File: src/rtl/core/length_crc16_frame_receiver_assert.svh
// ---------------------------------------------------------------------------
// Assertion macros for the length/CRC16 frame receiver
// Concurrent checks clocked on clk and held off while rst_n is low.
// ---------------------------------------------------------------------------
`ifndef LENGTH_CRC16_FRAME_RECEIVER_ASSERT_SVH
`define LENGTH_CRC16_FRAME_RECEIVER_ASSERT_SVH

// same-cycle implication
`define LCRC_ASSERT_HOLDS(label, ante, cons, msg) \
  label: assert property (@(posedge clk) disable iff (!rst_n) (ante) |-> (cons)) \
    else $error(msg);

// next-cycle implication
`define LCRC_ASSERT_NEXT(label, ante, cons, msg) \
  label: assert property (@(posedge clk) disable iff (!rst_n) (ante) |=> (cons)) \
    else $error(msg);

`endif

File: src/rtl/core/lcrc_pkg.sv
// ---------------------------------------------------------------------------
// lcrc_pkg
// Types, constants and the bytewise CRC16 (XMODEM) update for the receiver.
// ---------------------------------------------------------------------------
package lcrc_pkg;

  localparam int unsigned MAX_PAYLOAD_DEF = 128;

  localparam int unsigned CFG_IDX_W  = 2;
  localparam int unsigned CFG_DATA_W = 16;

  localparam logic [CFG_IDX_W-1:0] CFG_FRAME_TIMEOUT = 2'd0;
  localparam logic [CFG_IDX_W-1:0] CFG_FLUSH_IDLE    = 2'd1;
  localparam logic [CFG_IDX_W-1:0] CFG_MAX_LENGTH    = 2'd2;

  localparam logic [15:0] FRAME_TIMEOUT_RST = 16'd250;
  localparam logic [15:0] FLUSH_IDLE_RST    = 16'd50;
  localparam logic [7:0]  MAX_LENGTH_RST    = 8'd128;

  localparam logic [1:0] CMD_BYTE = 2'd0;
  localparam logic [1:0] CMD_TICK = 2'd1;
  localparam logic [1:0] CMD_PULL = 2'd2;

  localparam logic KIND_PAYLOAD = 1'b0;
  localparam logic KIND_REPLY   = 1'b1;

  localparam logic [7:0]  ACK_CODE = 8'h06;
  localparam logic [7:0]  NAK_CODE = 8'h15;
  localparam logic [15:0] CRC_POLY = 16'h1021;
  localparam logic [15:0] CRC_INIT = 16'h0000;
  localparam logic [15:0] TICK_MAX = 16'hFFFF;

  localparam int unsigned OQ_DEPTH = 4;
  localparam int unsigned OQ_AW    = 2;
  localparam int unsigned OQ_CW    = 3;

  typedef enum logic [1:0] {
    PH_IDLE  = 2'd0,
    PH_RECV  = 2'd1,
    PH_FLUSH = 2'd2,
    PH_FWD   = 2'd3
  } phase_t;

  typedef struct packed {
    logic       kind;
    logic [7:0] data;
    logic       last;
  } result_t;

  function automatic logic [15:0] crc16_byte(input logic [15:0] crc, input logic [7:0] b);
    logic [15:0] c;
    c = crc ^ {b, 8'h00};
    for (int i = 0; i < 8; i++) begin
      if (c[15]) begin
        c = {c[14:0], 1'b0} ^ CRC_POLY;
      end else begin
        c = {c[14:0], 1'b0};
      end
    end
    return c;
  endfunction

endpackage

File: src/rtl/core/length_crc16_frame_receiver.sv
// ---------------------------------------------------------------------------
// length_crc16_frame_receiver
// Receives LEN/payload/CRC16 frames bytewise, buffers good frames, replies
// ACK or NAK, and releases payload one byte per pull.
// ---------------------------------------------------------------------------
//  channel | handshake            | payload
//  in_     | in_valid / in_ready  | in_cmd, in_rx_byte
//  out_    | out_valid / out_ready| out_kind, out_byte, out_last
//  cfg_    | cfg_we               | cfg_index, cfg_data
//
//  One item per cycle while in_ready is high; its results enter a 4-entry output queue at the next edge.
//  in_ready drops while that queue holds more than two results (a final pull
//  adds two: the last payload byte and ACK).
//  Payload store is a RAM with registered read data, addressed at the next forwarding index.
//  Reset (rst_n low, synchronous) empties the queue and returns to idle.
// ---------------------------------------------------------------------------
`include "length_crc16_frame_receiver_assert.svh"

module length_crc16_frame_receiver #(
  parameter int unsigned MAX_PAYLOAD = lcrc_pkg::MAX_PAYLOAD_DEF
) (
  input  logic                            clk,
  input  logic                            rst_n,
  input  logic                            cfg_we,
  input  logic [lcrc_pkg::CFG_IDX_W-1:0]  cfg_index,
  input  logic [lcrc_pkg::CFG_DATA_W-1:0] cfg_data,
  input  logic                            in_valid,
  output logic                            in_ready,
  input  logic [1:0]                      in_cmd,
  input  logic [7:0]                      in_rx_byte,
  output logic                            out_valid,
  input  logic                            out_ready,
  output logic                            out_kind,
  output logic [7:0]                      out_byte,
  output logic                            out_last
);

  import lcrc_pkg::*;

  localparam int unsigned BC_W = $clog2(MAX_PAYLOAD + 2);
  localparam int unsigned AW   = (MAX_PAYLOAD > 1) ? $clog2(MAX_PAYLOAD) : 1;
  localparam int unsigned CW   = (BC_W > 8) ? BC_W : 8;

  logic [15:0]     frame_timeout_r;
  logic [15:0]     flush_idle_r;
  logic [7:0]      max_length_r;

  phase_t          phase_r, phase_nxt;
  logic [7:0]      frame_length_r, frame_length_nxt;
  logic [BC_W-1:0] byte_count_r, byte_count_nxt;
  logic [15:0]     crc_r, crc_nxt;
  logic [7:0]      crc_high_r, crc_high_nxt;
  logic [15:0]     idle_ticks_r, idle_ticks_nxt;

  result_t         oq_r [OQ_DEPTH];
  logic [OQ_AW-1:0] oq_wr_ptr_r, oq_rd_ptr_r;
  logic [OQ_CW-1:0] oq_cnt_r;

  logic            in_xfer, out_xfer;
  logic [1:0]      push_n;
  result_t         res0, res1;
  logic            wr_en;
  logic [7:0]      rd_data;
  logic [15:0]     tick_inc;
  logic [CW-1:0]   bc_ext, fl_ext, bc_inc_ext;
  logic            fwd_last;
  logic            len_bad;

  assign in_ready  = (oq_cnt_r <= OQ_CW'(OQ_DEPTH - 2));
  assign in_xfer   = in_valid && in_ready;
  assign out_valid = (oq_cnt_r != '0);
  assign out_xfer  = out_valid && out_ready;
  assign out_kind  = oq_r[oq_rd_ptr_r].kind;
  assign out_byte  = oq_r[oq_rd_ptr_r].data;
  assign out_last  = oq_r[oq_rd_ptr_r].last;

  assign bc_ext     = CW'(byte_count_r);
  assign fl_ext     = CW'(frame_length_r);
  assign bc_inc_ext = bc_ext + CW'(1);
  assign fwd_last   = (bc_inc_ext >= fl_ext);
  assign tick_inc   = (idle_ticks_r == TICK_MAX) ? idle_ticks_r : idle_ticks_r + 16'd1;
  assign len_bad    = (in_rx_byte == 8'd0) || (in_rx_byte > max_length_r)
                      || (in_rx_byte > 8'(MAX_PAYLOAD));

  lcrc_ram #(
    .WIDTH (8),
    .DEPTH (MAX_PAYLOAD)
  ) u_store (
    .clk     (clk),
    .wr_en   (wr_en),
    .wr_addr (byte_count_r[AW-1:0]),
    .wr_data (in_rx_byte),
    .rd_addr (byte_count_nxt[AW-1:0]),
    .rd_data (rd_data)
  );

  always_comb begin
    phase_nxt        = phase_r;
    frame_length_nxt = frame_length_r;
    byte_count_nxt   = byte_count_r;
    crc_nxt          = crc_r;
    crc_high_nxt     = crc_high_r;
    idle_ticks_nxt   = idle_ticks_r;
    wr_en            = 1'b0;
    push_n           = 2'd0;
    res0             = '{kind: KIND_PAYLOAD, data: rd_data, last: fwd_last};
    res1             = '{kind: KIND_REPLY, data: ACK_CODE, last: 1'b0};
    if (in_xfer) begin
      case (phase_r)
        PH_IDLE: begin
          if (in_cmd == CMD_BYTE) begin
            idle_ticks_nxt = '0;
            if (len_bad) begin
              phase_nxt = PH_FLUSH;
            end else begin
              frame_length_nxt = in_rx_byte;
              byte_count_nxt   = '0;
              crc_nxt          = crc16_byte(CRC_INIT, in_rx_byte);
              phase_nxt        = PH_RECV;
            end
          end
        end
        PH_RECV: begin
          if (in_cmd == CMD_BYTE) begin
            idle_ticks_nxt = '0;
            if (bc_ext < fl_ext) begin
              wr_en          = 1'b1;
              crc_nxt        = crc16_byte(crc_r, in_rx_byte);
              byte_count_nxt = byte_count_r + BC_W'(1);
            end else if (bc_ext == fl_ext) begin
              crc_high_nxt   = in_rx_byte;
              byte_count_nxt = byte_count_r + BC_W'(1);
            end else if ({crc_high_r, in_rx_byte} == crc_r) begin
              byte_count_nxt = '0;
              phase_nxt      = PH_FWD;
            end else begin
              phase_nxt = PH_FLUSH;
            end
          end else if (in_cmd == CMD_TICK) begin
            if (tick_inc > frame_timeout_r) begin
              idle_ticks_nxt = '0;
              phase_nxt      = PH_FLUSH;
            end else begin
              idle_ticks_nxt = tick_inc;
            end
          end
        end
        PH_FLUSH: begin
          if (in_cmd == CMD_BYTE) begin
            idle_ticks_nxt = '0;
          end else if (in_cmd == CMD_TICK) begin
            idle_ticks_nxt = tick_inc;
            if (tick_inc >= flush_idle_r) begin
              res0      = '{kind: KIND_REPLY, data: NAK_CODE, last: 1'b0};
              push_n    = 2'd1;
              phase_nxt = PH_IDLE;
            end
          end
        end
        PH_FWD: begin
          if (in_cmd == CMD_PULL) begin
            if (fwd_last) begin
              push_n         = 2'd2;
              byte_count_nxt = '0;
              phase_nxt      = PH_IDLE;
            end else begin
              push_n         = 2'd1;
              byte_count_nxt = byte_count_r + BC_W'(1);
            end
          end
        end
        default: begin
          phase_nxt = PH_IDLE;
        end
      endcase
    end
  end

  always_ff @(posedge clk) begin
    if (!rst_n) begin
      frame_timeout_r <= FRAME_TIMEOUT_RST;
      flush_idle_r    <= FLUSH_IDLE_RST;
      max_length_r    <= MAX_LENGTH_RST;
    end else if (cfg_we) begin
      case (cfg_index)
        CFG_FRAME_TIMEOUT: frame_timeout_r <= cfg_data;
        CFG_FLUSH_IDLE:    flush_idle_r    <= cfg_data;
        CFG_MAX_LENGTH:    max_length_r    <= cfg_data[7:0];
        default: begin
        end
      endcase
    end
  end

  always_ff @(posedge clk) begin
    if (!rst_n) begin
      phase_r        <= PH_IDLE;
      frame_length_r <= '0;
      byte_count_r   <= '0;
      crc_r          <= '0;
      crc_high_r     <= '0;
      idle_ticks_r   <= '0;
    end else begin
      phase_r        <= phase_nxt;
      frame_length_r <= frame_length_nxt;
      byte_count_r   <= byte_count_nxt;
      crc_r          <= crc_nxt;
      crc_high_r     <= crc_high_nxt;
      idle_ticks_r   <= idle_ticks_nxt;
    end
  end

  always_ff @(posedge clk) begin
    if (push_n != 2'd0) begin
      oq_r[oq_wr_ptr_r] <= res0;
    end
    if (push_n == 2'd2) begin
      oq_r[oq_wr_ptr_r + OQ_AW'(1)] <= res1;
    end
  end

  always_ff @(posedge clk) begin
    if (!rst_n) begin
      oq_wr_ptr_r <= '0;
      oq_rd_ptr_r <= '0;
      oq_cnt_r    <= '0;
    end else begin
      oq_wr_ptr_r <= oq_wr_ptr_r + OQ_AW'(push_n);
      if (out_xfer) begin
        oq_rd_ptr_r <= oq_rd_ptr_r + OQ_AW'(1);
      end
      oq_cnt_r <= oq_cnt_r + OQ_CW'(push_n) - OQ_CW'(out_xfer);
    end
  end

  `LCRC_ASSERT_HOLDS(a_fwd_index, phase_r == PH_FWD, bc_ext < fl_ext, "forward index past frame")
  `LCRC_ASSERT_HOLDS(a_oq_bound, 1'b1, oq_cnt_r <= OQ_CW'(OQ_DEPTH), "output queue overrun")
  `LCRC_ASSERT_HOLDS(a_reply_not_last, out_valid && out_kind == KIND_REPLY, !out_last, "reply marked last")
  `LCRC_ASSERT_NEXT(a_ack_to_idle, push_n == 2'd2, phase_r == PH_IDLE && oq_cnt_r >= OQ_CW'(2), "final pull not closed")

endmodule

File: src/rtl/core/lcrc_ram.sv
// ---------------------------------------------------------------------------
// lcrc_ram
// Generic single-write, single-read RAM with registered read data.
// ---------------------------------------------------------------------------
module lcrc_ram #(
  parameter int unsigned WIDTH = 8,
  parameter int unsigned DEPTH = 128,
  localparam int unsigned AW = (DEPTH > 1) ? $clog2(DEPTH) : 1
) (
  input  logic             clk,
  input  logic             wr_en,
  input  logic [AW-1:0]    wr_addr,
  input  logic [WIDTH-1:0] wr_data,
  input  logic [AW-1:0]    rd_addr,
  output logic [WIDTH-1:0] rd_data
);

  logic [WIDTH-1:0] mem_r [DEPTH];

  always_ff @(posedge clk) begin
    if (wr_en) begin
      mem_r[wr_addr] <= wr_data;
    end
    rd_data <= mem_r[rd_addr];
  end

endmodule
File: config.mk
export PLATFORM = sky130hd
export DESIGN_NAME = length_crc16_frame_receiver
export DESIGN_NICKNAME = d
export VERILOG_FILES = /design/src/rtl/core/lcrc_pkg.sv /design/src/rtl/core/length_crc16_frame_receiver.sv /design/src/rtl/core/lcrc_ram.sv
export VERILOG_INCLUDE_DIRS = /design/src /design/src/rtl/core
export SDC_FILE = /design/constraint.sdc
export NUM_CORES = 2
export LEC_CHECK = 0
export BUFFER_PORTS_ARGS = -buffer_cell sky130_fd_sc_hd__buf_2
export CAP_MARGIN = 20
export CORE_UTILIZATION = 40
export CTS_CLUSTER_SIZE = 8
export DETAILED_ROUTE_END_ITERATION = 7
export PLACE_DENSITY_LB_ADDON = 0.3
export SYNTH_ARGS = -nofsm -noshare
export SYNTH_HDL_FRONTEND = slang
export SYNTH_SLANG_ARGS = --single-unit
export TNS_END_PERCENT = 50
File: constraint.sdc
create_clock -name clk -period 4.7 [get_ports clk]
set_input_delay 0.94 -clock clk [delete_from_list [all_inputs] [get_ports clk]]
set_output_delay 0.94 -clock clk [all_outputs]
set_load 0.05 [all_outputs]
==> impl_metrics.ini <==
[power_and_ir_drop]
clk_pwr_share_pct = 44.8
switchingPower_mw = 5.310
leakage_nw = 22.08
netSwitchingFraction_pct = 22.36
totalPowerFinal_mw = 23.75
power_frac_comb_pct = 6.5
power.internal_mw = 18.44
power-per-cell-area_mw_per_mm2 = 403.6
peakVddDrop_mv = 0.3993
pwr-share-seq_pct = 48.7

[synth]
synth_fp_nets = 3952
synth-adder-area-share_pct = 1.724
synth.largest_area_cell = edfxtp_1
muxShareOfSynthArea_pct = 6.731
synth-async-reset-ratio_pct = 0
post_synth_and_or_nand_nor_area_fraction_pct = 11.60
synth_area_mm2 = 0.04978
xor_xnor_share_of_the_synthesized_area_pct = 1.390
dominant_combinational_cell_family_by_area_after_synthesis = simple AND/OR/NAND/NOR gates
yosysMostFrequentCell = edfxtp_1
yosys_register_bits = 1179
sequential_to_total_area_share_from_yosys_stat_pct = 68.00
synth_compound_area_share_pct = 7.670
post_synthesis_instance_total = 3851
synth_enable_flop_cells = 1024
synthDominantCellAreaShare_pct = 61.77
ys_dominant_reg_cell = edfxtp_1
synth_area_per_cell_um2 = 12.93
ys_top_cells_by_area = edfxtp_1 (62%), dfxtp_1 (6.2%), mux2i_1 (6.2%)
synth.top_cells.by_count = edfxtp_1 (1,024), nand2_1 (689), mux2i_1 (310), nand3_1 (286), nor2_1 (236)
synth_cell_type_count = 80
yosysWarningCount = 0

[min_path]
timing.hold.worst.class = input pin to flop

[timing]
fmax_mhz = 217.1
maxSlewHeadroom_pct = 15.08
final_min_period_over_clock_period_pct = 97.99
worst_clock_skew_ns = 0.03413
grt_setup_unrepaired = true
timing_worst_slew_pin_value_ns = 1.274
hold_viol = 0
timing.final.setup_violations = 0
layout_min_cycle_time_ns = 4.606
timing_max_transition_violations_final = 0

[grt]
grt_pass1_wl_um = 205100
grt_start_max_net_pins = 83
gr-usage-all-layers_pct = 21.89
first_global_vias = 31710
grt_antenna_before_repair = 3
overflow = 0

[placed_design]
port_buffers = 44
numPlacedInstances = 5609
gp_congestion = 0.8755
place_hpwl_um = 88980
placement.cell_area_mm2 = 0.05389

[critical_path]
worst_ep_arrival_time_ns = 5.21
timing.critical_path.max_delay_family = simple AND/OR/NAND/NOR gates
worstSetupEndpointType = flop
critical_path.cell_chain = ha_1, and2_4, nand2_1, xnor2_1, ha_1, or4_1, a21oi_2, o31ai_2, or2_4, o221ai_1, or3b_1, buf_4, buf_4, a21oi_2, buf_12, a32oi_1, nand4_1, o41ai_4, buf_4, mux2i_1
critical_path.most_common_cell = buf_4
crit_buf_inv = 4
cp-start-kind = flop
cp_max_fo = 31
max_stage_delay_ns = 0.54
timing.setup.critical_path_class = flop to flop
worst_ep_required_time_ns = 5.31
critical_path.slowest_cell = or4_1

[clock_tree]
clk_slew_on_worst_s_h_paths_ns = 0.05
cts-root-to-sink-buffers = 3
htree_levels = 4
clock_sinks = 1179
worst_skew_pair.late_latency_ns = 0.77
tritoncts = yes
clk_root_buffer_cell = clkbuf_16
numCtsBuffers = 166

[routing]
initialDrtViolationCount = 3377
final_antenna_net_count = 0
avgViaCountPerCell = 5.549
drt_pass1_iterations = 6
drcViolationCount = 0
routed_wire_length_per_instance_um = 23.80
totalWireLength_um = 139000
via_count = 32410

[floorplan]
die_h_um = 354.8
design.core.area_mm2 = 0.1236
effective_utilization_at_floorplan_pct = 40.27
i_o_pin_total = 45
die-area_mm2 = 0.1259
die_w_um = 354.8
num_rows = 129

[final_layout]
area_delta_synth_final_pct = 18.20
final_layout_size_suffix_gt1_share_pct = 15.58
final_area_mm2 = 0.05884
area.sequential_mm2 = 0.03386
multi_input_comb_area_mm2 = 0.01496
final_cells = 5841
fill_cells = 10870
diodes = 0
nNetsFinal = 4251

[job]
max_cap_viol_count = 0

[status]
outcome = completed
## layer usage
metal  up-vias  GRT usage [%]  routed length, um
met1     15960          29.73              58340
met2      1341          33.59              63260
li1      14830              -                  -
met3       278          5.108              11990
met4         6          9.379               5409
met5         -              0                 51
## cell usage in the layout (no fill, tap or decap), types with 50 or more instances in the layout
| cell type | n |
|---|---|
| dfxtp_1 | 151 |
| buf_4 | 283 |
| inv_1 | 78 |
| clkbuf_16 | 169 |
| a21oi_1 | 139 |
| ha_1 | 65 |
| edfxtp_1 | 1024 |
| nand2_1 | 688 |
| mux2i_1 | 309 |
| nand3_1 | 281 |
| xnor2_1 | 50 |
| nor2_1 | 230 |
## stage by stage
stage | worst slack, ns | utilization, % | setup TNS, ns | hold slack (ns)
2_1_floorplan | 0.005839 | - | 0 | 0.4210
3_3_place_gp | -0.3760 | 43.59 | -1.888 | 0.4309
3_5_place_dp | -0.4135 | 43.59 | -2.315 | 0.4495
4_1_cts | 0.01260 | 47.37 | 0 | 0.3737
5_1_grt | -0.06575 | 47.59 | -0.08018 | 0.4115
6_report | 0.09431 | 47.59 | 0 | 0.4200
## worst reg2reg max path, stage by stage, from the launching register on
cell      delay (ns)
dfxtp_1         0.33
ha_1            0.19
and2_4          0.16
nand2_1         0.07
xnor2_1         0.16
ha_1            0.20
or4_1           0.54
a21oi_2         0.15
o31ai_2         0.09
or2_4           0.30
o221ai_1        0.28
or3b_1          0.17
buf_4           0.19
buf_4           0.20
a21oi_2         0.08
buf_12          0.19
a32oi_1         0.37
nand4_1         0.39
o41ai_4         0.18
buf_4           0.18
mux2i_1         0.05
## final timing paths
path	slack, ns	end	cells past startpoint	from
worst max-delay path	0.09	u_store.rd_data[2]$_DFF_P_	20	bc_ext[1]$_SDFF_PN0_
worst min-delay path	0.42	frame_timeout_r[9]$_SDFFE_PN0P_	3	cfg_data[9]
worst max register to register	0.09	u_store.rd_data[2]$_DFF_P_	20	bc_ext[1]$_SDFF_PN0_
worst min register to register	0.45	flush_idle_r[10]$_SDFFE_PN0P_	2	flush_idle_r[10]$_SDFFE_PN0P_
## cell type report
type	count	area share, %
Sequential cell	1179	57.54
Multi-Input combinational cell	2356	25.42
Clock buffer	210	7.449
Timing Repair Buffer	367	5.371
Tap cell	1637	3.481
Inverter	80	0.5103
Clock inverter	12	0.2318
## power groups by stage
stage	registers [mW]	clock network [mW]	logic (mW)
2_1_floorplan	11.7	0	0.977
3_3_place_gp	11.8	0	1.51
3_5_place_dp	11.8	0	1.52
4_1_cts	11.6	10.8	1.53
5_1_grt	11.6	11.2	1.68
6_report	11.6	10.6	1.55
## sequential cells by signal, indices dropped and copies added (netlist names), 3 cells and up, named ones only
signal,flops
crc_high_r,8
oq_r,40
u_store.mem_r,1024
oq_cnt_r,3
u_store.rd_data,8
fl_ext,8
flush_idle_r,16
frame_timeout_r,16
max_length_r,8
idle_ticks_r,16
bc_ext,8
crc_r,16
## logic make-up after synthesis
group	count (synthesis)
mux	322
simple gates	1348
flops	1179
fa+ha+maj	68
compound gates	538
buf+inv	317
xor+xnor	79
## repair_timing
item                                   in CTS  in global routing
setup endpoints to repair                   9                 10
endpoints found under the hold margin       0                  0
resized for setup                          12                 50
setup buffers                               8                  2
pin swaps                                   8                 30
hold buffers                                0                  0
gates cloned                                1                  0
Power figures use the tool's default switching activity.
